<file path="config.mk">
export PLATFORM = sky130hd
export DESIGN_NAME = cavlc_chroma_dc_residual_encoder
export DESIGN_NICKNAME = d
export VERILOG_FILES = /design/src/rtl/cdre_pkg.sv /design/src/rtl/cavlc_chroma_dc_residual_encoder.sv /design/src/rtl/cdre_datapath.sv /design/src/rtl/cdre_ctrl.sv
export VERILOG_INCLUDE_DIRS = /design/src /design/src/rtl
export SDC_FILE = /design/constraint.sdc
export NUM_CORES = 1
export LEC_CHECK = 0
export ABC_AREA = 1
export ABC_CLOCK_PERIOD_IN_PS = 8500
export BUFFER_PORTS_ARGS = -buffer_cell sky130_fd_sc_hd__buf_2
export CAP_MARGIN = 20
export CORE_MARGIN = 2
export CORE_UTILIZATION = 42
export DETAILED_ROUTE_END_ITERATION = 6
export MAX_ROUTING_LAYER = met4
export PLACE_DENSITY = 0.6
export SYNTH_ARGS = -nofsm -noshare
export SYNTH_HDL_FRONTEND = slang
export SYNTH_SLANG_ARGS = --single-unit
</file>
<file path="constraint.sdc">
create_clock -name aclk -period 8.5 [get_ports aclk]
set_input_delay 1.7 -clock aclk [delete_from_list [all_inputs] [get_ports aclk]]
set_output_delay 1.7 -clock aclk [all_outputs]
set_load 0.01 [all_outputs]
</file>
<file path="src/rtl/cavlc_chroma_dc_residual_encoder_assert.svh">
// ----------------------------------------------------------------------------
// Assertion macros for the chroma DC residual encoder
// Shared concurrent assertion forms, clocked and reset-qualified.
// ----------------------------------------------------------------------------
`ifndef CAVLC_CHROMA_DC_RESIDUAL_ENCODER_ASSERT_SVH
`define CAVLC_CHROMA_DC_RESIDUAL_ENCODER_ASSERT_SVH

// Same-cycle implication
`define CDRE_ASSERT_NOW(lbl, clk, rstn, ante, cons, msg) \
    lbl: assert property (@(posedge clk) disable iff (!rstn) (ante) |-> (cons)) \
        else $error(msg);

// Next-cycle implication
`define CDRE_ASSERT_NEXT(lbl, clk, rstn, ante, cons, msg) \
    lbl: assert property (@(posedge clk) disable iff (!rstn) (ante) |=> (cons)) \
        else $error(msg);

`endif

</file>
<file path="src/rtl/cdre_pkg.sv">
// ----------------------------------------------------------------------------
// cdre_pkg
// Types, code tables and controller encodings of the chroma DC CAVLC encoder.
// ----------------------------------------------------------------------------
`default_nettype none

package cdre_pkg;

    localparam int unsigned MAX_COEFFS = 4;

    typedef struct packed {
        logic signed [11:0] coef_0;
        logic signed [11:0] coef_1;
        logic signed [11:0] coef_2;
        logic signed [11:0] coef_3;
    } in_item_t;

    typedef struct packed {
        logic [12:0] code_value;
        logic [4:0]  code_length;
        logic        last_word;
    } out_item_t;

    typedef enum logic [2:0] {
        ST_IDLE,
        ST_TOKEN,
        ST_SIGN,
        ST_LEVEL,
        ST_TZ,
        ST_RUN
    } state_t;

    typedef enum logic [2:0] {
        WK_TOKEN,
        WK_SIGN,
        WK_LEVEL,
        WK_TZ,
        WK_RUN
    } word_kind_t;

    typedef struct packed {
        logic       load;
        logic       emit;
        word_kind_t kind;
        logic       last;
        logic       k_clr;
        logic       k_inc;
    } cmd_t;

    typedef struct packed {
        logic out_free;
        logic tc_zero;
        logic t1_zero;
        logic sign_more;
        logic lev_more;
        logic full;
        logic run_start;
        logic run_more;
    } status_t;

    // coeff_token, nC = -1, [trailing ones][total coeff]
    localparam logic [4:0] TOK_LEN [4][5] = '{
        '{5'd2, 5'd6, 5'd6, 5'd6, 5'd6},
        '{5'd0, 5'd1, 5'd6, 5'd7, 5'd8},
        '{5'd0, 5'd0, 5'd3, 5'd7, 5'd8},
        '{5'd0, 5'd0, 5'd0, 5'd6, 5'd7}
    };
    localparam logic [2:0] TOK_CODE [4][5] = '{
        '{3'd1, 3'd7, 3'd4, 3'd3, 3'd2},
        '{3'd0, 3'd1, 3'd6, 3'd3, 3'd3},
        '{3'd0, 3'd0, 3'd1, 3'd2, 3'd2},
        '{3'd0, 3'd0, 3'd0, 3'd5, 3'd0}
    };

    // total_zeros, chroma DC 2x2, [total coeff - 1][total zeros]
    localparam logic [1:0] TZ_LEN [3][4] = '{
        '{2'd1, 2'd2, 2'd3, 2'd3},
        '{2'd1, 2'd2, 2'd2, 2'd0},
        '{2'd1, 2'd1, 2'd0, 2'd0}
    };
    localparam logic TZ_CODE [3][4] = '{
        '{1'b1, 1'b1, 1'b1, 1'b0},
        '{1'b1, 1'b1, 1'b0, 1'b0},
        '{1'b1, 1'b0, 1'b0, 1'b0}
    };

    // run_before, [zeros left - 1][run]
    localparam logic [1:0] RB_LEN [3][4] = '{
        '{2'd1, 2'd1, 2'd0, 2'd0},
        '{2'd1, 2'd2, 2'd2, 2'd0},
        '{2'd2, 2'd2, 2'd2, 2'd2}
    };
    localparam logic [1:0] RB_CODE [3][4] = '{
        '{2'd1, 2'd0, 2'd0, 2'd0},
        '{2'd1, 2'd1, 2'd0, 2'd0},
        '{2'd3, 2'd2, 2'd1, 2'd0}
    };

endpackage

`default_nettype wire

</file>
<file path="src/rtl/cavlc_chroma_dc_residual_encoder.sv">
// One request carries the four chroma DC coefficients of a 2x2 block in scan
// order; the block answers with its CAVLC code words (coeff_token, trailing-one
// signs, levels, total_zeros, run_before), one word per result, the final one
// flagged by last_word. A block is loaded, then the sequencer emits one code word
// (1 to 7 words) per cycle into the output register while that register is free;
// with a stalled output the sequencer holds and the current word waits in the register.
// The next request is taken once the final word of a block is in the output
// register. Level magnitudes clamp to 2^(LEVEL_BITS-1)-1.
// ----------------------------------------------------------------------------
// cavlc_chroma_dc_residual_encoder
// Top level: controller and datapath of the chroma DC CAVLC encoder.
// ----------------------------------------------------------------------------
`default_nettype none

module cavlc_chroma_dc_residual_encoder #(
    parameter int LEVEL_BITS = 12
) (
    input  wire logic               aclk,
    input  wire logic               aresetn,
    input  wire logic               s_valid,
    output logic                     s_ready,
    input  wire cdre_pkg::in_item_t  s_payload,
    output logic                     m_valid,
    input  wire logic               m_ready,
    output cdre_pkg::out_item_t      m_payload
);

    cdre_pkg::cmd_t    cmd;
    cdre_pkg::status_t status;

    cdre_ctrl u_ctrl (
        .aclk    (aclk),
        .aresetn (aresetn),
        .s_valid (s_valid),
        .s_ready (s_ready),
        .status  (status),
        .cmd     (cmd)
    );

    cdre_datapath #(
        .LEVEL_BITS (LEVEL_BITS)
    ) u_datapath (
        .aclk      (aclk),
        .aresetn   (aresetn),
        .s_payload (s_payload),
        .cmd       (cmd),
        .status    (status),
        .m_valid   (m_valid),
        .m_ready   (m_ready),
        .m_payload (m_payload)
    );

endmodule

`default_nettype wire

</file>
<file path="src/rtl/cdre_datapath.sv">
// ----------------------------------------------------------------------------
// cdre_datapath
// Holds the analyzed block, forms one code word per command, owns the output
// register.
// ----------------------------------------------------------------------------
`default_nettype none

module cdre_datapath #(
    parameter int LEVEL_BITS = 12
) (
    input  wire logic              aclk,
    input  wire logic              aresetn,
    input  wire cdre_pkg::in_item_t s_payload,
    input  wire cdre_pkg::cmd_t     cmd,
    output cdre_pkg::status_t       status,
    output logic                    m_valid,
    input  wire logic              m_ready,
    output cdre_pkg::out_item_t     m_payload
);

    localparam logic signed [11:0] LevMax = 12'((1 << (LEVEL_BITS - 1)) - 1);

    logic signed [11:0] lev_reg [4];
    logic signed [11:0] lev_next [4];
    logic [1:0]         run_reg [4];
    logic [1:0]         run_next [4];
    logic [2:0]         tc_reg, tc_next;
    logic [1:0]         t1_reg, t1_next;
    logic [1:0]         tz_reg, tz_next;
    logic [1:0]         k_reg;
    logic [2:0]         sl_reg, sl_upd;
    logic [1:0]         zl_reg, zl_after;
    logic               m_valid_reg;
    cdre_pkg::out_item_t out_reg, word;

    // Analyze the block: saturate, collect levels highest index first, count
    always_comb begin
        logic signed [11:0] c;
        logic [2:0]         n;
        logic [1:0]         z;
        logic               run_on;
        n = 3'd0;
        z = 2'd0;
        for (int j = 0; j < 4; j++) begin
            lev_next[j] = 12'sd0;
            run_next[j] = 2'd0;
        end
        for (int i = 3; i >= 0; i--) begin
            case (i)
                3:       c = s_payload.coef_3;
                2:       c = s_payload.coef_2;
                1:       c = s_payload.coef_1;
                default: c = s_payload.coef_0;
            endcase
            if (c > LevMax) begin
                c = LevMax;
            end else if (c < -LevMax) begin
                c = -LevMax;
            end
            if (c != 12'sd0) begin
                lev_next[n[1:0]] = c;
                n = n + 3'd1;
            end else if (n != 3'd0) begin
                run_next[2'(n - 3'd1)] = run_next[2'(n - 3'd1)] + 2'd1;
                z = z + 2'd1;
            end
        end
        tc_next = n;
        tz_next = z;
        t1_next = 2'd0;
        run_on  = 1'b1;
        for (int k = 0; k < 3; k++) begin
            if (run_on && (3'(k) < n) &&
                (lev_next[k] == 12'sd1 || lev_next[k] == -12'sd1)) begin
                t1_next = t1_next + 2'd1;
            end else begin
                run_on = 1'b0;
            end
        end
    end

    // Level code word for the current index
    logic signed [11:0] lv;
    logic               neg;
    logic [10:0]        mag, sl_lim;
    logic [11:0]        lc_base, lc;
    logic [10:0]        thr;
    logic [12:0]        lev_val;
    logic [4:0]         lev_len;
    logic [2:0]         sl_one;

    always_comb begin
        lv      = lev_reg[k_reg];
        neg     = lv[11];
        mag     = neg ? 11'(-lv) : lv[10:0];
        lc_base = {mag - 11'd1, neg};
        lc      = (k_reg == t1_reg && t1_reg != 2'd3) ? lc_base - 12'd2 : lc_base;
        thr     = 11'(11'd15 << sl_reg);
        if (sl_reg == 3'd0) begin
            if (lc < 12'd14) begin
                lev_len = 5'(lc + 12'd1);
                lev_val = 13'd1;
            end else if (lc < 12'd30) begin
                lev_len = 5'd19;
                lev_val = 13'(12'd16 + (lc - 12'd14));
            end else begin
                lev_len = 5'd28;
                lev_val = {1'b1, 12'(lc - 12'd30)};
            end
        end else if (lc < {1'b0, thr}) begin
            lev_len = 5'((lc >> sl_reg) + 12'(sl_reg) + 12'd1);
            lev_val = (13'd1 << sl_reg) | (13'(lc) & ((13'd1 << sl_reg) - 13'd1));
        end else begin
            lev_len = 5'd28;
            lev_val = {1'b1, 12'(lc - {1'b0, thr})};
        end
        // Adapt suffix length after this level
        sl_one = (sl_reg == 3'd0) ? 3'd1 : sl_reg;
        sl_lim = 11'(11'd3 << (sl_one - 3'd1));
        sl_upd = (mag > sl_lim && sl_one < 3'd6) ? sl_one + 3'd1 : sl_one;
    end

    // Select the word for the current step
    always_comb begin
        logic [1:0] row;
        row  = zl_reg - 2'd1;
        word = '0;
        word.last_word = cmd.last;
        case (cmd.kind)
            cdre_pkg::WK_TOKEN: begin
                word.code_value  = 13'(cdre_pkg::TOK_CODE[t1_reg][tc_reg]);
                word.code_length = cdre_pkg::TOK_LEN[t1_reg][tc_reg];
            end
            cdre_pkg::WK_SIGN: begin
                word.code_value  = 13'(lv[11]);
                word.code_length = 5'd1;
            end
            cdre_pkg::WK_LEVEL: begin
                word.code_value  = lev_val;
                word.code_length = lev_len;
            end
            cdre_pkg::WK_TZ: begin
                word.code_value  = 13'(cdre_pkg::TZ_CODE[2'(tc_reg - 3'd1)][tz_reg]);
                word.code_length = 5'(cdre_pkg::TZ_LEN[2'(tc_reg - 3'd1)][tz_reg]);
            end
            cdre_pkg::WK_RUN: begin
                word.code_value  = 13'(cdre_pkg::RB_CODE[row][run_reg[k_reg]]);
                word.code_length = 5'(cdre_pkg::RB_LEN[row][run_reg[k_reg]]);
            end
            default: begin
                word.code_value  = 13'd0;
                word.code_length = 5'd0;
            end
        endcase
    end

    assign zl_after = zl_reg - run_reg[k_reg];

    // Status toward the controller
    always_comb begin
        status.out_free  = !m_valid_reg || m_ready;
        status.tc_zero   = (tc_reg == 3'd0);
        status.t1_zero   = (t1_reg == 2'd0);
        status.sign_more = ({1'b0, k_reg} + 3'd1) < {1'b0, t1_reg};
        status.lev_more  = ({1'b0, k_reg} + 3'd1) < tc_reg;
        status.full      = (tc_reg == 3'(cdre_pkg::MAX_COEFFS));
        status.run_start = (tz_reg != 2'd0) && (tc_reg > 3'd1);
        status.run_more  = (({1'b0, k_reg} + 3'd2) < tc_reg) && (zl_after != 2'd0);
    end

    // Block registers
    always_ff @(posedge aclk) begin
        if (cmd.load) begin
            lev_reg <= lev_next;
            run_reg <= run_next;
            tc_reg  <= tc_next;
            t1_reg  <= t1_next;
            tz_reg  <= tz_next;
            zl_reg  <= tz_next;
            sl_reg  <= 3'd0;
            k_reg   <= 2'd0;
        end else if (cmd.emit) begin
            if (cmd.kind == cdre_pkg::WK_LEVEL) begin
                sl_reg <= sl_upd;
            end
            if (cmd.kind == cdre_pkg::WK_RUN) begin
                zl_reg <= zl_after;
            end
            if (cmd.k_clr) begin
                k_reg <= 2'd0;
            end else if (cmd.k_inc) begin
                k_reg <= k_reg + 2'd1;
            end
        end
    end

    // Output register: load on emit, drop on acceptance
    always_ff @(posedge aclk) begin
        if (!aresetn) begin
            m_valid_reg <= 1'b0;
        end else if (cmd.emit) begin
            m_valid_reg <= 1'b1;
        end else if (m_ready) begin
            m_valid_reg <= 1'b0;
        end
    end

    always_ff @(posedge aclk) begin
        if (cmd.emit) begin
            out_reg <= word;
        end
    end

    assign m_valid   = m_valid_reg;
    assign m_payload = out_reg;

endmodule

`default_nettype wire

</file>
<file path="src/rtl/cdre_ctrl.sv">
// ----------------------------------------------------------------------------
// cdre_ctrl
// Sequencer: walks token, signs, levels, total_zeros and runs, one code word
// per step.
// ----------------------------------------------------------------------------
`default_nettype none

`include "cavlc_chroma_dc_residual_encoder_assert.svh"

module cdre_ctrl (
    input  wire logic              aclk,
    input  wire logic              aresetn,
    input  wire logic              s_valid,
    output logic                    s_ready,
    input  wire cdre_pkg::status_t  status,
    output cdre_pkg::cmd_t          cmd
);

    cdre_pkg::state_t state_reg, state_next;

    // Next state
    always_comb begin
        state_next = state_reg;
        case (state_reg)
            cdre_pkg::ST_IDLE: begin
                if (s_valid) state_next = cdre_pkg::ST_TOKEN;
            end
            cdre_pkg::ST_TOKEN: begin
                if (status.out_free) begin
                    if (status.tc_zero)      state_next = cdre_pkg::ST_IDLE;
                    else if (status.t1_zero) state_next = cdre_pkg::ST_LEVEL;
                    else                     state_next = cdre_pkg::ST_SIGN;
                end
            end
            cdre_pkg::ST_SIGN: begin
                if (status.out_free) begin
                    if (status.sign_more)     state_next = cdre_pkg::ST_SIGN;
                    else if (status.lev_more) state_next = cdre_pkg::ST_LEVEL;
                    else if (status.full)     state_next = cdre_pkg::ST_IDLE;
                    else                      state_next = cdre_pkg::ST_TZ;
                end
            end
            cdre_pkg::ST_LEVEL: begin
                if (status.out_free) begin
                    if (status.lev_more)  state_next = cdre_pkg::ST_LEVEL;
                    else if (status.full) state_next = cdre_pkg::ST_IDLE;
                    else                  state_next = cdre_pkg::ST_TZ;
                end
            end
            cdre_pkg::ST_TZ: begin
                if (status.out_free) begin
                    state_next = status.run_start ? cdre_pkg::ST_RUN : cdre_pkg::ST_IDLE;
                end
            end
            cdre_pkg::ST_RUN: begin
                if (status.out_free) begin
                    state_next = status.run_more ? cdre_pkg::ST_RUN : cdre_pkg::ST_IDLE;
                end
            end
            default: state_next = cdre_pkg::ST_IDLE;
        endcase
    end

    // Commands
    always_comb begin
        cmd      = '0;
        cmd.kind = cdre_pkg::WK_TOKEN;
        s_ready  = 1'b0;
        case (state_reg)
            cdre_pkg::ST_IDLE: begin
                s_ready  = 1'b1;
                cmd.load = s_valid;
            end
            cdre_pkg::ST_TOKEN: begin
                cmd.emit  = status.out_free;
                cmd.last  = status.tc_zero;
                cmd.k_clr = 1'b1;
            end
            cdre_pkg::ST_SIGN: begin
                cmd.kind  = cdre_pkg::WK_SIGN;
                cmd.emit  = status.out_free;
                cmd.last  = !status.sign_more && !status.lev_more && status.full;
                cmd.k_inc = 1'b1;
            end
            cdre_pkg::ST_LEVEL: begin
                cmd.kind  = cdre_pkg::WK_LEVEL;
                cmd.emit  = status.out_free;
                cmd.last  = !status.lev_more && status.full;
                cmd.k_inc = 1'b1;
            end
            cdre_pkg::ST_TZ: begin
                cmd.kind  = cdre_pkg::WK_TZ;
                cmd.emit  = status.out_free;
                cmd.last  = !status.run_start;
                cmd.k_clr = 1'b1;
            end
            cdre_pkg::ST_RUN: begin
                cmd.kind  = cdre_pkg::WK_RUN;
                cmd.emit  = status.out_free;
                cmd.last  = !status.run_more;
                cmd.k_inc = 1'b1;
            end
            default: begin
                cmd.kind = cdre_pkg::WK_TOKEN;
            end
        endcase
    end

    always_ff @(posedge aclk) begin
        if (!aresetn) begin
            state_reg <= cdre_pkg::ST_IDLE;
        end else begin
            state_reg <= state_next;
        end
    end

    `CDRE_ASSERT_NOW(a_emit_free, aclk, aresetn, cmd.emit, status.out_free, "emit into busy slot")
    `CDRE_ASSERT_NEXT(a_req_token, aclk, aresetn, s_valid && s_ready, state_reg == cdre_pkg::ST_TOKEN, "request not followed by token")
    `CDRE_ASSERT_NEXT(a_last_idle, aclk, aresetn, cmd.emit && cmd.last, state_reg == cdre_pkg::ST_IDLE, "last word not ending block")
    `CDRE_ASSERT_NOW(a_idle_quiet, aclk, aresetn, state_reg == cdre_pkg::ST_IDLE, !cmd.emit, "emit while idle")

endmodule

`default_nettype wire

</file>
==> out/qor.log, run 1 <==
qor: drt.detail_route.first_pass.iterations 5
qor: clock_network.cts_inserted_buffers 9
qor: timing.worst_slew_pin_slew 0.879 ns
qor: cells_and_area.stdcell_count 1777
qor: die.core_region_area 22700 um2
qor: timing.max-slew-margin-rel 39.9%
qor: synth.synth.ff_latch_count 93
qor: global_route.grt_util_all_layers 24.6%
qor: die.ioPinCount 73
qor: placed_design.routabilityCongestion 0.966
qor: drt.ant_nets 0
qor: global_route.grt.overflow.total 0
qor: synth.mappedNetlistNets 1566
qor: cells_and_area.layout.nets 1615
qor: synth.synthDominantAreaCellType edfxtp_1
qor: synth.syn_area 9740 um2
qor: clock_network.postCtsResizedCells 0
qor: clock_network.cts_root_buffer clkbuf_16
qor: synth.synth_top_area_share 25.9%
qor: pwr.netSwitchingPower 2.14 mW
qor: critical_path.cp.arrival 7.79 ns
qor: timing.finalHoldWorstSlack 0.573 ns
qor: global_route.via_count_of_the_first_global_routing_pass 8899
qor: pwr.power.share.combinational 71.4%
qor: placed_design.post-dp-hpwl 23100 um
qor: cells_and_area.final_layout_size_suffix_gt1_share 11.1%
qor: synth.synth-edff-count 84
qor: clock_network.cts_tree built
qor: pwr.power_leakage 5.09 nW
qor: critical_path.reg2regPathDepth 26
qor: clock_network.ctsHoldBuffers 0
qor: timing.setup_slack 0.804 ns
qor: clock_network.clkSinkCount 93
qor: die.die_area 24400 um2
qor: critical_path.critical_path.endpoint u_datapath.t1_reg[0]
qor: timing.finalSetupViolations 0
qor: drt.first_iter_violations 907
qor: critical_path.crit_path_top_delay_cell ha_1
qor: timing.fmax 0.130 GHz
qor: timing.setup-tns-final 0 ns
qor: pwr.sw_frac_of_total 54.8%
qor: synth.syn_area_per_cell 6.77 um2
qor: timing.final_min_period_over_clock_period 90.5%
qor: clock_network.maximum_root_to_sink_buffer_count 2
qor: critical_path.worst_path_most_repeated_cell inv_1
qor: cells_and_area.largest_register_ff_count 48
qor: synth.synth.lib_cells_used.distinct 58
qor: synth.ys_seq_area_share 27.8%
qor: timing.rsz0062_at_grt false
qor: pwr.peakVddDrop 173 uV
qor: synth.synth_top_flop_cell edfxtp_1
qor: placed_design.numPortBuffers 72
qor: pwr.p_int 1.77 mW
qor: global_route.grt_antenna_before_repair 0
qor: timing.finalClockSkew 0.0181 ns
qor: die.floorplan.initialDensity 42.9%
qor: critical_path.crit_start s_payload[7]
qor: timing.period_minus_slack 7.70 ns
qor: placed_design.post-place-cells 1761
qor: placed_design.detailedPlace.worstSlack 0.518 ns
qor: critical_path.worstReg2RegStart u_datapath.k_reg[1]
qor: critical_path.r2r_slack 2.84 ns
qor: clock_network.clkTransAtPathRegs 0.07 ns
qor: die.die_width 156 um
qor: run_status.outcome completed
qor: drt.routed_via_density 5.48
qor: cells_and_area.mostFrequentLayoutCell nand2_1
qor: synth.async_reset_ff_share 0%
qor: critical_path.start_kind primary input
qor: cells_and_area.layout.cells.most_common_list nand2_1 (327), inv_1 (221), nor2_1 (131)
qor: drt.drc_errors 0
qor: critical_path.required_time_of_the_critical_path 8.59 ns
qor: die.fp.dieH 156 um
qor: clock_network.clk_latency 0.36 ns
qor: drt.post_drt_wl_per_cell 16.1 um
qor: run.max_cap_violations 0
qor: pwr.seq_power_share 19.0%
qor: pwr.clkPwrFrac 9.6%
qor: global_route.maximum_number_of_pins_on_one_net_before_global_route_repair 53
qor: synth.synthCells 1438
qor: timing.timing.final.max_slew_violations 0
qor: critical_path.cp_slowest_stage_delay 0.70 ns
qor: critical_path.endpoint_kind flop
qor: synth.synthTopCellsByArea edfxtp_1 (26%), nand2_1 (13%), ha_1 (9.4%), inv_1 (8.6%), nand3_1 (5.6%)
qor: pwr.power_per_cell_area 370 nW/um2
qor: global_route.grt_pass1_wl 46300 um
qor: cells_and_area.area.growth.synth_to_final 8.56%
qor: synth.yosys_warnings 0
qor: critical_path.timing.rr.end u_datapath.m_payload[17]
qor: drt.wirelength 28600 um
qor: timing.hold_viol 0
qor: critical_path.crit_path_category in -> reg
qor: critical_path.crit_fanout 16
qor: min_path.hp-class reg -> reg
qor: die.core.rowCount 55
qor: clock_network.h-tree-depth 3
qor: clock_network.post_cts_buffers 0
qor: drt.route.vias.total 9741
qor: cells_and_area.antennaDiodeCount 0
qor: pwr.fin_total_pwr 3.92 mW
## kinds of logic after synthesis
group	after synthesis	share of synthesized area [%]
XOR/XNOR	23	2.07
AO/OA/AOI/OAI	269	16.2
flip-flops	93	27.8
AND/OR/NAND/NOR	698	32.2
adder cells (fa/ha/maj)	76	10.0
multiplexers	4	0.437
buffers and inverters	275	11.3
## cell usage after synthesis (3+ instances only)
cell type,number
edfxtp_1,84
o31ai_1,8
o22ai_1,16
a21oi_1,80
nor4_1,19
o41ai_1,3
nand2_4,3
o211ai_1,11
ha_1,73
fa_1,3
buf_2,6
inv_2,7
nand3_1,109
clkbuf_1,26
xor2_1,16
nand2_2,30
nand4_1,30
o311ai_0,3
a211oi_1,9
buf_4,4
nand2_1,327
a22oi_1,14
o21ai_1,9
inv_1,222
buf_6,5
clkinv_1,3
nand3_2,7
nor3_1,20
nor2_2,10
dfxtp_1,9
nor2_1,131
nand3b_1,4
a2111oi_0,3
a31oi_1,8
xnor2_1,7
o21ai_0,85
## metrics by stage
stage	instance area, um2	util, %
6_report	10600	46.6
5_1_grt	10600	46.6
4_1_cts	10600	46.6
3_5_place_dp	10300	45.3
3_3_place_gp	10300	45.3
2_1_floorplan	9740	-
## per-layer routing
| metal | up-vias | wire length (um) | track usage (%) |
|---|---|---|---|
| met3 | 44 | 1390 | 2.80 |
| met4 | 0 | 672 | 7.34 |
| met2 | 315 | 13200 | 39.3 |
| met1 | 4449 | 13300 | 32.9 |
| met5 | - | 0 | - |
| li1 | 4933 | - | - |
## final cells by class
class                           count  area (um2)
Clock buffer                       11         243
Clock inverter                      5        35.0
Fill cell                        2390       12100
Inverter                          234         885
Multi-Input combinational cell   1070        5940
Sequential cell                    93        2700
Tap cell                          285         357
Timing Repair Buffer               79         413
## how the worst min path moves through the flow
stage / from / end / slack [ns] / depth (start not counted)
2_1_floorplan: u_ctrl.state_reg[0] / u_ctrl.state_reg[0] / 0.50 / 2
3_3_place_gp: u_ctrl.state_reg[0] / u_ctrl.state_reg[0] / 0.55 / 2
3_5_place_dp: u_ctrl.state_reg[0] / u_ctrl.state_reg[0] / 0.55 / 2
4_1_cts: u_ctrl.state_reg[0] / u_ctrl.state_reg[0] / 0.57 / 2
5_1_grt: u_ctrl.state_reg[0] / u_ctrl.state_reg[0] / 0.62 / 2
6_report: u_ctrl.state_reg[0] / u_ctrl.state_reg[0] / 0.57 / 2
## power by group through the flow
stage / Combinational (mW) / Clock, mW / Sequential [mW]
after CTS: 2.79 / 0.389 / 0.745
after floorplan: 2.15 / 0 / 0.745
after detailed placement: 2.77 / 0 / 0.755
after global routing: 3.20 / 0.407 / 0.759
after global placement: 2.73 / 0 / 0.753
final: 2.80 / 0.377 / 0.744
## critical path, delay by kind of cell
family                   cells  cell delay [ns]
XOR/XNOR                     1             0.16
adder cells (fa/ha/maj)      4             1.54
buffers and inverters        6             0.87
AO/OA/AOI/OAI                7             1.47
AND/OR/NAND/NOR             12             2.04
No activity file was read; power rests on OpenSTA's default activity.
==> run 2: changes to the inputs <==
CORE_MARGIN = 10   (was 2)
CORE_UTILIZATION = 40   (was 42)
PLACE_DENSITY = 0.58   (was 0.6)
==> out/qor.log, run 2 (same netlist as run 1, synthesis figures left out) <==
qor: critical_path.worstReg2RegStart u_datapath.k_reg[1]
qor: critical_path.reg2regPathDepth 26
qor: critical_path.cp.arrival 7.57 ns
qor: timing.rsz0062_at_grt false
qor: timing.finalClockSkew 0.0156 ns
qor: global_route.maximum_number_of_pins_on_one_net_before_global_route_repair 38
qor: clock_network.maximum_root_to_sink_buffer_count 2
qor: timing.setup-tns-final 0 ns
qor: die.die_area 31000 um2
qor: critical_path.start_kind primary input
qor: pwr.netSwitchingPower 2.17 mW
qor: timing.period_minus_slack 7.47 ns
qor: die.floorplan.initialDensity 40.4%
qor: timing.fmax 0.134 GHz
qor: run_status.outcome completed
qor: cells_and_area.final_design_area_no_fill 10600 um2
qor: clock_network.h-tree-depth 3
qor: clock_network.cts_root_buffer clkbuf_16
qor: pwr.p_int 1.78 mW
qor: die.fp.dieH 176 um
qor: global_route.grt_util_all_layers 19.9%
qor: cells_and_area.largest_register_ff_count 48
qor: pwr.sw_frac_of_total 55.0%
qor: cells_and_area.area.growth.synth_to_final 9.30%
qor: drt.route.vias.total 9742
qor: run.max_cap_violations 0
qor: cells_and_area.mostFrequentLayoutCell nand2_1
qor: global_route.grt.overflow.total 0
qor: timing.finalSetupViolations 0
qor: pwr.peakVddDrop 224 uV
qor: placed_design.post-dp-hpwl 24500 um
qor: drt.routed_via_density 5.36
qor: min_path.hold_depth 2
qor: critical_path.required_time_of_the_critical_path 8.60 ns
qor: die.ioPinCount 73
qor: pwr.clkPwrFrac 9.9%
qor: min_path.whs_endpoint u_ctrl.state_reg[0]
qor: global_route.grt_antenna_before_repair 0
qor: drt.drc_errors 0
qor: cells_and_area.final_util 44.2%
qor: cells_and_area.final-seq-area 2700 um2
qor: pwr.power.share.combinational 71.2%
qor: global_route.grt_pass1_wl 49200 um
qor: min_path.hp-class reg -> reg
qor: drt.first_iter_violations 794
qor: critical_path.cpLargestDelayFamily simple AND/OR/NAND/NOR gates
qor: pwr.power_leakage 5.10 nW
qor: cells_and_area.layout.cells.most_common_list nand2_1 (327), inv_1 (221), nor2_1 (131)
qor: clock_network.post_cts_buffers 0
qor: timing.final_min_period_over_clock_period 87.9%
qor: pwr.fin_total_pwr 3.94 mW
qor: placed_design.numPortBuffers 72
qor: clock_network.postCtsResizedCells 0
qor: clock_network.cts_tree built
qor: cells_and_area.layout.nets 1617
qor: cells_and_area.area_of_the_multi_input_gates 5940 um2
qor: critical_path.endpoint_kind flop
qor: critical_path.timing.rr.end u_datapath.m_payload[17]
qor: pwr.seq_power_share 18.9%
qor: global_route.via_count_of_the_first_global_routing_pass 9306
qor: timing.hold_viol 0
qor: clock_network.clkSinkCount 93
qor: drt.wirelength 30100 um
qor: cells_and_area.n_fill_cell 2612
qor: drt.post_drt_wl_per_cell 16.5 um
qor: clock_network.cts_inserted_buffers 9
qor: critical_path.cp_slowest_stage_delay 0.70 ns
qor: critical_path.r2r_slack 2.81 ns
qor: cells_and_area.antennaDiodeCount 0
qor: drt.detail_route.first_pass.iterations 5
qor: critical_path.crit_fanout 22
qor: clock_network.ctsHoldBuffers 0
qor: die.die_width 176 um
qor: timing.timing.final.max_slew_violations 0
qor: clock_network.clk_latency 0.36 ns
qor: die.core_region_area 24100 um2
qor: critical_path.crit_path_category in -> reg
qor: timing.worst_slew_pin_slew 0.849 ns
qor: timing.max-slew-margin-rel 43.3%
qor: placed_design.placed_area 10400 um2
qor: cells_and_area.final_layout_size_suffix_gt1_share 11.2%
qor: critical_path.crit_path_top_delay_cell ha_1
qor: critical_path.cp_num_buf_inv 5
qor: placed_design.routabilityCongestion 0.990
qor: pwr.power_per_cell_area 370 nW/um2
qor: drt.ant_nets 0
qor: min_path.min-delay-start u_ctrl.state_reg[0]
qor: clock_network.clkTransAtPathRegs 0.08 ns
qor: die.core.rowCount 57
## run 2: worst max path at each step
stage | depth (start not counted) | from | end | slack (ns)
finish | 28 | s_payload[9] | u_datapath.t1_reg[0] | 1.03
global route | 29 | s_payload[9] | u_datapath.t1_reg[0] | 0.30
CTS | 28 | s_payload[9] | u_datapath.t1_reg[0] | 1.06
detailed placement | 28 | s_payload[9] | u_datapath.t1_reg[0] | 0.72
global placement | 28 | s_payload[9] | u_datapath.t1_reg[0] | 0.83
floorplan | 31 | s_payload[9] | u_datapath.t1_reg[0] | 1.89
## run 2: final cells by class
| class | count | area share, % |
|---|---|---|
| multi-input cells | 1070 | 55.8 |
| well taps | 324 | 3.81 |
| inverters | 234 | 8.31 |
| clock buffers | 10 | 2.25 |
| repair buffers | 81 | 4.02 |
| flip-flops and latches | 93 | 25.4 |
| clock inverters | 6 | 0.447 |
## run 2: tightest hold or removal path, stage by stage, from the launching register on
cell and delay, ns:
dfxtp_1 0.38, nand2_1 0.09, a21oi_1 0.05
## run 2: metrics by stage
step / hold WS, ns / instances / worst slack [ns]
6_report: 0.566 / 1818 / 1.03
2_1_floorplan: 0.501 / 1438 / 1.89
3_3_place_gp: 0.560 / 1802 / 0.828
3_5_place_dp: 0.553 / 1802 / 0.722
5_1_grt: 0.601 / 1818 / 0.303
4_1_cts: 0.565 / 1818 / 1.06
## run 2: power by group through the flow
stage / Sequential (mW) / Combinational (mW) / Clock, mW
after global placement: 0.754 / 2.76 / 0
after detailed placement: 0.754 / 2.78 / 0
after global routing: 0.759 / 3.20 / 0.421
final: 0.743 / 2.81 / 0.391
after floorplan: 0.745 / 2.15 / 0
after CTS: 0.744 / 2.80 / 0.399
## run 2: routing by layer
metal / wire length [um] / vias to the layer above / share of wire [%] / global-route usage, %
li1: - / 4944 / - / -
met1: 14400 / 4482 / 48 / 26.3
met2: 13900 / 274 / 46 / 32.0
met3: 1270 / 42 / 4.2 / 1.96
met4: 573 / 0 / 1.9 / 5.33
met5: 0 / - / 0 / -
==> run 3: changes to the inputs <==
PLACE_DENSITY = not set   (was 0.58)
==> out/qor.log, run 3 (same netlist as run 1, synthesis figures left out) <==
qor: run_status.outcome completed
qor: die.die_area 31000 um2
qor: global_route.grt_util_all_layers 19.7%
qor: drt.wirelength 30300 um
qor: pwr.peakVddDrop 172 uV
qor: clock_network.cts_tree built
qor: placed_design.routabilityCongestion 0.973
qor: clock_network.ctsHoldBuffers 0
qor: die.die_width 176 um
qor: clock_network.clkTransAtPathRegs 0.07 ns
qor: drt.post_drt_wl_per_cell 16.7 um
qor: cells_and_area.n_fill_cell 2617
qor: critical_path.start_kind primary input
qor: timing.finalClockSkew 0.0187 ns
qor: drt.drc_errors 0
qor: clock_network.clk_latency 0.36 ns
qor: cells_and_area.layout.cells.most_common_list nand2_1 (327), inv_1 (221), nor2_1 (131)
qor: critical_path.required_time_of_the_critical_path 8.61 ns
qor: die.core.rowCount 57
qor: critical_path.cp.arrival 7.57 ns
qor: global_route.grt_pass1_wl 48900 um
qor: cells_and_area.largest_register_ff_count 48
qor: drt.met1_length 13900 um
qor: die.core_region_area 24100 um2
qor: drt.detail_route.first_pass.iterations 5
qor: critical_path.cpLargestDelayFamily compound AO/OA/AOI/OAI gates
qor: critical_path.cp_slowest_stage_delay 0.70 ns
qor: placed_design.post-dp-hpwl 24400 um
qor: drt.detailroute.wirelength.met3 1570 um
qor: critical_path.cp_num_buf_inv 6
qor: pwr.power_leakage 5.09 nW
qor: die.fp.dieH 176 um
qor: clock_network.post_cts_buffers 0
qor: placed_design.numPortBuffers 72
qor: clock_network.cts_root_buffer clkbuf_16
qor: global_route.via_count_of_the_first_global_routing_pass 9390
qor: clock_network.cts_inserted_buffers 9
qor: timing.final_min_period_over_clock_period 87.9%
qor: clock_network.postCtsResizedCells 0
qor: die.floorplan.initialDensity 40.4%
qor: critical_path.crit_path_category in -> reg
qor: drt.dr_wl_met2 14200 um
qor: timing.hold_viol 0
qor: cells_and_area.final_layout_size_suffix_gt1_share 11.1%
qor: clock_network.clkSinkCount 93
qor: run.max_cap_violations 0
qor: pwr.power_per_cell_area 371 nW/um2
qor: timing.rsz0062_at_grt false
qor: timing.max-slew-margin-rel 42.6%
qor: clock_network.h-tree-depth 3
qor: drt.routed_via_density 5.38
qor: timing.timing.final.max_slew_violations 0
qor: timing.period_minus_slack 7.47 ns
qor: global_route.maximum_number_of_pins_on_one_net_before_global_route_repair 70
qor: cells_and_area.mostFrequentLayoutCell nand2_1
qor: global_route.grt_antenna_before_repair 0
qor: critical_path.crit_fanout 22
qor: timing.setup-tns-final 0 ns
qor: drt.route.vias.total 9777
qor: cells_and_area.area.growth.synth_to_final 9.24%
qor: timing.fmax 0.134 GHz
qor: drt.first_iter_violations 879
qor: global_route.grt.overflow.total 0
qor: drt.ant_nets 0
qor: die.ioPinCount 73
qor: drt.dr.max_layer_used met4
qor: cells_and_area.antennaDiodeCount 0
qor: clock_network.maximum_root_to_sink_buffer_count 2
qor: timing.finalHoldWorstSlack 0.555 ns
qor: critical_path.crit_path_top_delay_cell ha_1
qor: min_path.hp-class reg -> reg
qor: timing.worst_slew_pin_slew 0.859 ns
qor: cells_and_area.layout.nets 1616
qor: critical_path.endpoint_kind flop
qor: cells_and_area.final_util 44.1%
qor: timing.finalSetupViolations 0
run 3: changes by cell type in the layout (fill, tap and decap cells not counted), sizes merged:
cell      before  now
buf           81   80
clkinv         7    5
clkbuf        10   12
clkinvlp       2    1
bufinv         0    1
run 3: area by class of cell:
type / instances / area, um2 / share of cell area [%]
multi-input cells: 1070 / 5940 / 55.8
flip-flops and latches: 93 / 2700 / 25.4
inverters: 234 / 885 / 8.32
repair buffers: 80 / 420 / 3.95
well taps: 324 / 405 / 3.81
clock buffers: 12 / 236 / 2.22
clock inverters: 4 / 51.3 / 0.482
run 3: final timing paths:
check | to | cells past startpoint | slack, ns | startpoint
max | u_datapath.t1_reg[0] | 29 | 1.03 | s_payload[7]
min | u_ctrl.state_reg[0] | 2 | 0.56 | u_ctrl.state_reg[0]
max reg2reg | u_datapath.m_payload[17] | 26 | 2.81 | u_datapath.k_reg[1]
min reg2reg | u_ctrl.state_reg[0] | 2 | 0.56 | u_ctrl.state_reg[0]
run 3: per-stage QoR:
| step | std cells | area, um2 | worst slack (ns) | power (mW) |
|---|---|---|---|---|
| 6_report | 1817 | 10600 | 1.03 | 3.95 |
| 2_1_floorplan | 1438 | 9740 | 1.89 | 2.90 |
| 3_3_place_gp | 1801 | 10300 | 0.842 | 3.50 |
| 5_1_grt | 1817 | 10600 | 0.311 | 4.39 |
| 3_5_place_dp | 1801 | 10300 | 0.732 | 3.53 |
| 4_1_cts | 1817 | 10600 | 1.11 | 3.95 |
run 3: power breakdown:
| group | internal [mW] | switching (mW) |
|---|---|---|
| logic | 0.894 | 1.91 |
| clock network | 0.229 | 0.171 |
| registers | 0.671 | 0.0748 |
| total | 1.79 | 2.15 |
run 3: worst register-to-register path, cell delays in order, from the launching register on:
cell and delay (ns):
dfxtp_1 0.88, inv_2 0.43, nand3_1 0.22, nand2_2 0.15, ha_1 0.31, nand3_1 0.09, nand2_1 0.13, inv_1 0.08
ha_1 0.30, or2_2 0.30, nand2_1 0.21, ha_1 0.26, nand2_1 0.06, o21ai_0 0.25, a21oi_1 0.11, o21bai_1 0.23
a21oi_1 0.10, o21ai_0 0.35, a21oi_1 0.13, a21boi_0 0.30, nand2_1 0.09, nand3_1 0.10, nand2_1 0.06, nand2_1 0.06
nand3_1 0.10, nand3_1 0.12, nor2_1 0.05
run 3: routing by layer:
metal,track usage [%],up-vias
li1,-,4925
met1,25.6,4518
met2,32.2,297
met3,1.84,37
met4,5.37,0
met5,-,-
